## config.mk

```make
export PLATFORM = sky130hd
export DESIGN_NAME = utf8_to_glyph_decoder
export DESIGN_NICKNAME = d
export VERILOG_FILES = /design/src/rtl/core/utg_pkg.sv /design/src/rtl/core/utg_decode.sv /design/src/rtl/core/utg_out_buffer.sv /design/src/rtl/core/utf8_to_glyph_decoder.sv
export SDC_FILE = /design/constraint.sdc
export NUM_CORES = 1
export LEC_CHECK = 0
export ABC_CLOCK_PERIOD_IN_PS = 3300
export BUFFER_PORTS_ARGS = -buffer_cell sky130_fd_sc_hd__buf_4
export CELL_PAD_IN_SITES_DETAIL_PLACEMENT = 0
export CELL_PAD_IN_SITES_GLOBAL_PLACEMENT = 1
export CORE_AREA = 4 4 117 119
export DETAILED_ROUTE_END_ITERATION = 7
export DIE_AREA = 0 0 121 123
export GPL_ROUTABILITY_DRIVEN = 0
export PLACE_DENSITY = 0.72
export SYNTH_ARGS = -nofsm -noshare
export SYNTH_HDL_FRONTEND = slang
export SYNTH_SLANG_ARGS = --single-unit
```

## constraint.sdc

```tcl
create_clock -name clock -period 3.3 [get_ports clock]
set_input_delay 0.66 -clock clock [delete_from_list [all_inputs] [get_ports clock]]
set_output_delay 0.66 -clock clock [all_outputs]
set_load 0.1 [all_outputs]
```

## src/rtl/core/utg_pkg.sv

```systemverilog
// utg_pkg: shared types, width constants and glyph lookup for the
// utf-8 to glyph decoder. no dependencies.
`default_nettype none

package utg_pkg;

   localparam int CpWidth    = 21;
   localparam int GlyphWidth = 8;
   localparam int ByteWidth  = 8;

   localparam logic [GlyphWidth-1:0] UnmappedGlyph = 8'h7F;

   // one decoded result
   typedef struct packed {
      logic [CpWidth-1:0]    code_point;
      logic [GlyphWidth-1:0] glyph_index;
      logic                  last_of_run;
   } result_type;

   // what one byte produces: 0, 1 or 2 results, in order
   typedef struct packed {
      logic [1:0] count;
      result_type first;
      result_type second;
   } decode_type;

   function automatic logic [GlyphWidth-1:0] glyph_lookup(input logic [CpWidth-1:0] cp);
      logic [GlyphWidth-1:0] g;
      g = UnmappedGlyph;
      if (cp < 21'h80) begin
         g = cp[GlyphWidth-1:0];
      end else begin
         case (cp) inside
            21'hA7, 21'hC1, 21'hC9, 21'hCD, 21'hD3, 21'hD6, 21'hDA, 21'hDC,
            21'hE1, 21'hE9, 21'hED, 21'hF3, 21'hF6, 21'hFA, 21'hFC: begin
               g = cp[GlyphWidth-1:0];
            end
            21'h150:                    g = 8'hD5;
            21'h151:                    g = 8'hF5;
            21'h170:                    g = 8'hDB;
            21'h171:                    g = 8'hFB;
            21'h2013, 21'h2014:         g = 8'h2D;
            21'h2018, 21'h2019:         g = 8'h27;
            21'h201C, 21'h201D, 21'h201E: g = 8'h22;
            21'h2026:                   g = 8'h2E;
            21'hA0:                     g = 8'h20;
            default:                    g = UnmappedGlyph;
         endcase
      end
      return g;
   endfunction

   function automatic result_type make_result(input logic [CpWidth-1:0] cp,
                                              input logic last);
      result_type r;
      r.code_point  = cp;
      r.glyph_index = glyph_lookup(cp);
      r.last_of_run = last;
      return r;
   endfunction

endpackage

`default_nettype wire

```

## src/rtl/core/utg_decode.sv

```systemverilog
// utg_decode: sequence state (pending count, accumulator) and per-byte decode.
// depends on utg_pkg.
`default_nettype none

module utg_decode (
   input  wire logic                          clock,
   input  wire logic                          reset,
   input  wire logic [utg_pkg::ByteWidth-1:0] text_byte,
   input  wire logic                          advance,
   output utg_pkg::decode_type                dec
);

   logic [1:0]                      pending_ff, pending_in;
   logic [utg_pkg::CpWidth-1:0]     acc_ff, acc_in;

   logic                            is_cont;
   logic                            flush;
   logic                            own_emit;
   logic [utg_pkg::CpWidth-1:0]     own_cp;
   logic [utg_pkg::CpWidth-1:0]     shifted;

   assign is_cont = (text_byte[7:6] == 2'b10);
   assign shifted = {acc_ff[utg_pkg::CpWidth-7:0], text_byte[5:0]};

   always_comb begin
      pending_in = pending_ff;
      acc_in     = acc_ff;
      flush      = 1'b0;
      own_emit   = 1'b0;
      own_cp     = '0;
      dec        = '0;
      if (pending_ff != 2'd0 && is_cont) begin
         acc_in     = shifted;
         pending_in = pending_ff - 2'd1;
         if (pending_ff == 2'd1) begin
            dec.count = 2'd1;
            dec.first = utg_pkg::make_result(shifted, 1'b1);
         end
      end else begin
         flush      = (pending_ff != 2'd0);
         pending_in = 2'd0;
         acc_in     = '0;
         if (text_byte == 8'h00) begin
            own_emit = 1'b0;
         end else if (text_byte[7] == 1'b0) begin
            own_emit = 1'b1;
            own_cp   = {13'd0, text_byte};
         end else if (text_byte[7:5] == 3'b110) begin
            pending_in = 2'd1;
            acc_in     = {16'd0, text_byte[4:0]};
         end else if (text_byte[7:4] == 4'b1110) begin
            pending_in = 2'd2;
            acc_in     = {17'd0, text_byte[3:0]};
         end else if (text_byte[7:3] == 5'b11110) begin
            pending_in = 2'd3;
            acc_in     = {18'd0, text_byte[2:0]};
         end else begin
            // stray continuation or invalid lead: low six bits at once
            own_emit = 1'b1;
            own_cp   = {15'd0, text_byte[5:0]};
         end
         if (flush) begin
            dec.first = utg_pkg::make_result(acc_ff, !own_emit);
            dec.second = utg_pkg::make_result(own_cp, 1'b1);
            dec.count = own_emit ? 2'd2 : 2'd1;
         end else if (own_emit) begin
            dec.first = utg_pkg::make_result(own_cp, 1'b1);
            dec.count = 2'd1;
         end
      end
   end

   always_ff @(posedge clock) begin
      if (reset) begin
         pending_ff <= 2'd0;
         acc_ff     <= '0;
      end else if (advance) begin
         pending_ff <= pending_in;
         acc_ff     <= acc_in;
      end
   end

endmodule

`default_nettype wire

```

## src/rtl/core/utg_out_buffer.sv

```systemverilog
// utg_out_buffer: two-slot result register, takes up to two items a cycle
// and hands out one. depends on utg_pkg.
`default_nettype none

module utg_out_buffer (
   input  wire logic        clock,
   input  wire logic        reset,
   input  wire logic        push,
   input  wire utg_pkg::decode_type dec,
   input  wire logic        pop_ready,
   output logic [1:0]       space,
   output logic             head_valid,
   output utg_pkg::result_type head
);

   utg_pkg::result_type slot0_ff, slot0_in, slot1_ff, slot1_in;
   logic [1:0]          count_ff, count_in;
   logic                pop;
   logic [1:0]          kept;
   logic [1:0]          added;

   assign head_valid = (count_ff != 2'd0);
   assign head       = slot0_ff;
   assign pop        = head_valid && pop_ready;
   assign kept       = count_ff - {1'b0, pop};
   assign space      = 2'd2 - kept;
   assign added      = push ? dec.count : 2'd0;

   always_comb begin
      slot0_in = pop ? slot1_ff : slot0_ff;
      slot1_in = slot1_ff;
      case (kept)
         2'd0: begin
            slot0_in = dec.first;
            slot1_in = dec.second;
         end
         2'd1: begin
            slot1_in = dec.first;
         end
         default: begin
            slot1_in = slot1_ff;
         end
      endcase
      count_in = kept + added;
   end

   always_ff @(posedge clock) begin
      if (reset) begin
         count_ff <= 2'd0;
      end else begin
         count_ff <= count_in;
      end
   end

   always_ff @(posedge clock) begin
      slot0_ff <= slot0_in;
      slot1_ff <= slot1_in;
   end

endmodule

`default_nettype wire

```

## src/rtl/core/utf8_to_glyph_decoder.sv

```systemverilog
// utf8_to_glyph_decoder: lenient utf-8 byte stream to code point and glyph index.
// the accepted byte is registered in s1, decoded, then registered in the result buffer.
// throughput: one byte per cycle while its results fit the two-slot result register
// after this cycle's pop; a byte giving two results waits until that register is empty.
// reset: synchronous, clears the open sequence and drops buffered results.
// depends on utg_pkg, utg_decode, utg_out_buffer.
`default_nettype none

module utf8_to_glyph_decoder (
   input  wire logic        clock,
   input  wire logic        reset,
   input  wire logic        req_tvalid,
   output logic             req_tready,
   input  wire logic [7:0]  req_tdata,   // [7:0] text_byte
   output logic             rsp_tvalid,
   input  wire logic        rsp_tready,
   output logic [31:0]      rsp_tdata,   // [20:0] code_point, [28:21] glyph_index, zeros
   output logic             rsp_tlast    // last_of_run
);

   logic                s1_valid_ff, s1_valid_in;
   logic [7:0]          s1_byte_ff;
   logic                s1_fire;
   logic                req_fire;
   logic [1:0]          space;
   utg_pkg::decode_type dec;
   utg_pkg::result_type head;

   utg_decode u_decode (
      .clock     (clock),
      .reset     (reset),
      .text_byte (s1_byte_ff),
      .advance   (s1_fire),
      .dec       (dec)
   );

   utg_out_buffer u_out (
      .clock      (clock),
      .reset      (reset),
      .push       (s1_fire),
      .dec        (dec),
      .pop_ready  (rsp_tready),
      .space      (space),
      .head_valid (rsp_tvalid),
      .head       (head)
   );

   // the byte moves on only if its results fit after this cycle's pop
   assign s1_fire     = s1_valid_ff && (dec.count <= space);
   assign req_tready  = !s1_valid_ff || s1_fire;
   assign req_fire    = req_tvalid && req_tready;
   assign s1_valid_in = req_fire || (s1_valid_ff && !s1_fire);

   always_ff @(posedge clock) begin
      if (reset) begin
         s1_valid_ff <= 1'b0;
      end else begin
         s1_valid_ff <= s1_valid_in;
      end
   end

   always_ff @(posedge clock) begin
      if (req_fire) begin
         s1_byte_ff <= req_tdata;
      end
   end

   assign rsp_tdata = {3'd0, head.glyph_index, head.code_point};
   assign rsp_tlast = head.last_of_run;

   a_space_range: assert property (@(posedge clock) disable iff (reset)
      space <= 2'd2) else $error("result buffer over full");

   a_stall_holds: assert property (@(posedge clock) disable iff (reset)
      s1_valid_ff && !s1_fire |=> s1_valid_ff && $stable(s1_byte_ff))
      else $error("stalled byte lost or changed");

   a_two_last: assert property (@(posedge clock) disable iff (reset)
      s1_valid_ff && dec.count == 2'd2 |-> !dec.first.last_of_run && dec.second.last_of_run)
      else $error("last flag misplaced on a two-result byte");

   a_one_last: assert property (@(posedge clock) disable iff (reset)
      s1_valid_ff && dec.count == 2'd1 |-> dec.first.last_of_run)
      else $error("single result without last flag");

endmodule

`default_nettype wire
```

Word-level counts from Yosys, hierarchy flattened
Cells that the tools add are included.
W data, S select, Z words.
- add/sub/neg operators: 4
- $lt $le $gt $ge: 4
- reductions and logical operators: 28
- equal/unequal tests: 90
- multiplexer cells: 68
- operators with widths (operator ; count):
    $eq A21 B8 Y1 const B ; 48
    $eq A21 B14 Y1 const B ; 24
    $eq A21 B9 Y1 const B ; 12
    $mux W21 ; 10
    $mux W8 ; 23
    $mux W30 ; 4
    $mux W7 ; 10
    $mux W32 ; 2
    $lt A21 B8 Y1 const B ; 3
    $mux W31 ; 2
    $pmux W30 S2 ; 1
    $reduce_or A15 Y1 ; 3
    $mux W2 ; 8
    $reduce_or A2 Y1 ; 6
    $reduce_or A3 Y1 ; 3
    $logic_not A8 Y1 ; 1
    $reduce_bool A2 Y1 ; 4
    $mux W1 ; 6
    $mux W6 ; 1
    $eq A5 B5 Y1 const B ; 1
    $logic_and A1 B1 Y1 ; 5
    $eq A2 B1 Y1 const B ; 2
    $eq A4 B4 Y1 const B ; 1
    $eq A3 B3 Y1 const B ; 1
    other kinds (10) ; 13
- bits of input ports: 12
- output and inout port bits: 35
- bits in registers: 94
- logic and storage cells: 205

Depth between registers and ports, before layout
- word-level depth: 27
- depth in mapped cells: 17
- gate-level depth less buffers: 15

Cells and area by module
A second synthesis with hierarchy kept.
- cell total of the unflattened synthesis: 557
- area total of the unflattened synthesis: 5830.6 um^2
- by module, submodules not included (module ; cells an instance ; times used ; sequential area each (um^2) ; area each (um^2)):
    utg_out_buffer ; 149 ; 1 ; 1841.8 ; 2827.7
    utg_decode ; 383 ; 1 ; 460.4 ; 2618.8
    utf8_to_glyph_decoder ; 25 ; 1 ; 260.2 ; 384.1

Least setup slack after synthesis
Ideal clock, no wire load.
- kind: register to output
- start point: register u_out.count_ff[1]
- end point: output port req_tready
- required time: 2.640 ns
- setup slack: -0.529 ns
- arrival time: 3.169 ns
- stages on the path, launching flop included: 11
- buffers on the path: 0
- cell sequence: dfxtp_1 > or2_2 > and2_1 > ha_1 > xnor2_1 > ha_1 > ha_1 > nor2b_1 > o21ai_0 > inv_1 > nand2_1
- word-level cells in the longest chain between the ends: 7
- ends and longest elaborated chain (element ; RTL line ; text):
    from (decl) ; utg_out_buffer.sv:17 ; logic [1:0] count_ff, count_in;
    from (signal assigned) ; utg_out_buffer.sv:51 ; count_ff <= count_in;
    $reduce_bool A2 Y1 ; utg_out_buffer.sv:22 ; assign head_valid = (count_ff != 2'd0);
    via rsp_tvalid ; utf8_to_glyph_decoder.sv:15 ; output logic rsp_tvalid,
    $logic_and A1 B1 Y1 ; utg_out_buffer.sv:24 ; assign pop = head_valid && pop_ready;
    $sub A2 B1 Y2 ; utg_out_buffer.sv:25 ; assign kept = count_ff - {1'b0, pop};
    $sub A2 B2 Y2 ; utg_out_buffer.sv:26 ; assign space = 2'd2 - kept;
    $le A2 B2 Y1 ; utf8_to_glyph_decoder.sv:49 ; assign s1_fire = s1_valid_ff && (dec.count <= space);
    $logic_and A1 B1 Y1 ; utf8_to_glyph_decoder.sv:49 ;
    $logic_or A1 B1 Y1 ; utf8_to_glyph_decoder.sv:50 ; assign req_tready = !s1_valid_ff || s1_fire;
    to (decl) ; utf8_to_glyph_decoder.sv:13 ; output logic req_tready,
The timed path passes the listed nets, and every way through them passes these cells.

Final worst setup path
- start point: register s1_byte_ff[3]
- end point: output port req_tready
- word-level cells in the longest chain between the ends: 13
- elaborated cells on any way between the ends: 15
- those cells by class: order compare (1); eq/ne (1); mux (10); reduce/logical (3)
- ends and longest elaborated chain (element ; RTL line ; text):
    from (decl) ; utf8_to_glyph_decoder.sv:22 ; logic [7:0] s1_byte_ff;
    from (signal assigned) ; utf8_to_glyph_decoder.sv:64 ; s1_byte_ff <= req_tdata;
    $eq A5 B5 Y1 ; utg_decode.sv:54 ; end else if (text_byte[7:3] == 5'b11110) begin
    $mux W1 ; utg_decode.sv:54 ;
    $mux W1 ; utg_decode.sv:51 ; end else if (text_byte[7:4] == 4'b1110) begin
    $mux W1 ; utg_decode.sv:48 ; end else if (text_byte[7:5] == 3'b110) begin
    $mux W1 ; utg_decode.sv:45 ; end else if (text_byte[7] == 1'b0) begin
    $mux W1 (*) ; utg_decode.sv:43 ; if (text_byte == 8'h00) begin
    $mux W1 (*) ; utg_decode.sv:32 ; if (pending_ff != 2'd0 && is_cont) begin
    $mux W31 / $mux W2 (equally long branches) ; utg_decode.sv:66, utg_decode.sv:65 ;
    $mux W32 (*) ; utg_decode.sv:62 ; if (flush) begin
    $mux W32 (*) ; utg_decode.sv:32 ;
    $le A2 B2 Y1 (*) ; utf8_to_glyph_decoder.sv:49 ;
    $logic_and A1 B1 Y1 (*) ; utf8_to_glyph_decoder.sv:49 ;
    $logic_or A1 B1 Y1 (*) ; utf8_to_glyph_decoder.sv:50 ;
Every way passes the cells marked *; elsewhere a longest branch is shown, timed or not. The select of a mux whose other input is x is not followed.

==> impl_metrics.yaml <==
outcome:
  status: "finished clean"
setup_path:
  path_delay_family: "simple AND/OR/NAND/NOR gates"
  max_stage_delay_ps: 440
  arrival_ps: 2560
  worst_path_max_delay_cell: "edfxtp_1"
  worstPathCellList: "nor4_4 > a21boi_2 > o21ai_2 > inv_2 > ha_4 > nor2b_4 > ha_4 > nor2b_4 > o21ai_2 > inv_2 > nand2_4 > buf_12"
  required_ps: 2640
  cp-end-kind: "output pin"
  crit_fanout: 2
  critical_path_class: "flop to output pin"
  cp_num_buf_inv: 3
  crit_path_start_kind: "flop"
sta:
  finalSetupViolations: 0
  period_share_pct: 97.5
  finalMaxSlewViolations: 0
  period_minus_slack_ps: 3220
  slew_headroom_pct: 43.8
  fmax_ghz: 0.311
  worstMarginPinSlew_ps: 821
  finalHoldViolCount: 0
  tns_ps: 0
  setup_slack_ps: 81.9
  skew_ps: 10.6
global_routing:
  grt_start_max_net_pins: 34
  globalRouteTotalUtil_pct: 18.5
  first_global_vias: 4049
  antenna_found_initial: 0
  overflow: 0
  grt_pass1_wl_um: 21700
drt:
  wl_per_cell_um: 17.4
  drtIter0Drc: 474
  routed_wirelength_um: 13400
  final_antenna_net_count: 0
  viasPerCell: 5.68
  drcViolationCount: 0
  vias: 4354
  dr.pass1.iters: 5
power:
  pwr_density_cell_nw_per_um2: 1140
  p_leak_uw: 0.00232
  p_total_uw: 7210
  ir_drop_mv: 0.576
logic_synthesis:
  synth_top_cell_by_area: "edfxtp_1"
  yosysSeqAreaShare_pct: 49.0
  synth_edf_count: 68
  yosysMostFrequentCell: "edfxtp_1"
  synthArstFlopShare_pct: 0
  yosysUniqueCellTypes: 67
  synth_seq_cells: 94
  syn_avg_cell_area_um2: 9.64
  synth_top_area_share_pct: 39.0
  netlist_area_um2: 5230
  synthCells: 543
  yosysWarnings: 0
  synthTopCellsByArea: "edfxtp_1, dfxtp_1, a21oi_1, nor2_1, a22oi_1"
  yosys-top-cells-count: "edfxtp_1, nor2_1, a21oi_1, clkbuf_1, nand2_1"
  synth_top_flop_cell: "edfxtp_1"
clocking:
  worstSkewPairLatency_ps: 360
  clockBufferDepth: 2
  numCtsBuffers: 9
  cts_hold_buf: 0
  cts_tree: "done"
  clock_sinks: 94
  clockRootBuffer: "clkbuf_16"
  clkTransAtPathRegs_ps: 70
  htreeDepth: 3
place:
  dp.cells: 745
  preCtsSetupSlack_ps: -137
  dp_hpwl_um: 9450
  port_buffers: 43
final_layout:
  seq_area_um2: 2560
  multi_input_area_um2: 2510
  fin_util_pct: 50.5
  fillers: 1170
  layout.nets: 611
  drive_gt1_share_pct: 24.5
  syn2layout_area_growth_pct: 21.3
  fin_cells: 767
  antenna_cells: 0
job:
  maxCapViolCount: 0
floorplan:
  start_util_pct: 41.6
  ios: 47
  core_um2: 12600
  dieArea_um2: 14900
  die_w_um: 121
  dieHeight_um: 123
  rows: 41
worst_hold_path:
  hold_class: "input pin to flop"
==> area by class of cell <==
cell class / count / area share (%)
Inverter: 14 / 0.828
Sequential cell: 94 / 40.4
Clock buffer: 9 / 3.55
Timing Repair Buffer: 88 / 11.0
Tap cell: 172 / 3.39
Clock inverter: 7 / 1.28
Multi-Input combinational cell: 383 / 39.5
==> worst paths after layout <==
check / slack, ps / start / end / cells after the start
max: 80 / s1_byte_ff[3] / req_tready / 12
min: 470 / req_tdata[2] / s1_byte_ff[2] / 1
max reg2reg: 250 / u_decode.acc_ff[3] / u_out.slot1_ff[5] / 7
min reg2reg: 490 / u_decode.acc_ff[16] / u_decode.acc_ff[16] / 2
==> through the flow <==
stage	hold slack, ps	cell area (µm²)
floorplan	455	5270
global placement	472	5880
detailed placement	477	5880
CTS	469	6250
global route	473	6340
finish	472	6340
==> per-layer routing <==
| metal | GRT usage, % | vias to the layer above | part of all wire, % |
|---|---|---|---|
| li1 | - | 2113 | - |
| met1 | 26.7 | 2086 | 48 |
| met2 | 28.3 | 137 | 45 |
| met3 | 2.47 | 18 | 5.6 |
| met4 | 7.29 | 0 | 1.9 |
| met5 | 0 | - | 0 |
==> logic make-up after synthesis <==
family                   synth area share (%)
other                                  0.0717
multiplexers                            0.932
AND/OR/NAND/NOR                          20.9
flip-flops                               49.0
adder cells (fa/ha/maj)                  2.15
AO/OA/AOI/OAI                            20.5
XOR/XNOR                                0.670
buffers and inverters                    5.81
==> flip-flops by register name, summed over array words and instances (netlist names) <==
register / count
u_out.head: 30
u_out.slot1_ff: 30
u_decode.acc_ff: 21
s1_byte_ff: 8
u_decode.pending_ff: 2
u_out.count_ff: 2
s1_valid_ff: 1
==> layout by cell type, fill, tap and decap left out, types with 5 or more instances in the layout <==
master,netlist,layout
dfxtp_1,26,25
o31ai_1,5,5
a22oi_1,23,23
edfxtp_1,68,68
inv_1,14,12
a211oi_1,9,9
nand4_1,7,7
clkbuf_16,0,9
nor2b_1,10,8
nand2_1,36,34
o21ai_0,17,15
and3_1,6,6
a32o_1,6,6
a31oi_1,6,6
nor3_1,11,11
buf_4,6,85
a21oi_1,55,54
nor2_1,66,65
nand3_1,24,24
==> worst register-to-register path: cells and delay by family (launching register included) <==
family,cells,cell delay (ps)
compound gates,7,2130
flops,1,630
==> timing repair <==
action / in CTS / in global routing
pin swaps: 6 / 10
endpoints found under the setup margin: 1 / 5
buffers inserted: 3 / 3
gates resized for setup: 10 / 16
==> power by group <==
group | switching, µW | leakage [µW] | internal (µW)
clock network | 486 | 0.000152 | 600
registers | 139 | 0.000929 | 1900
logic | 2910 | 0.00124 | 1170
total | 3540 | 0.00232 | 3670
No activity file was read; power rests on OpenSTA's default activity.
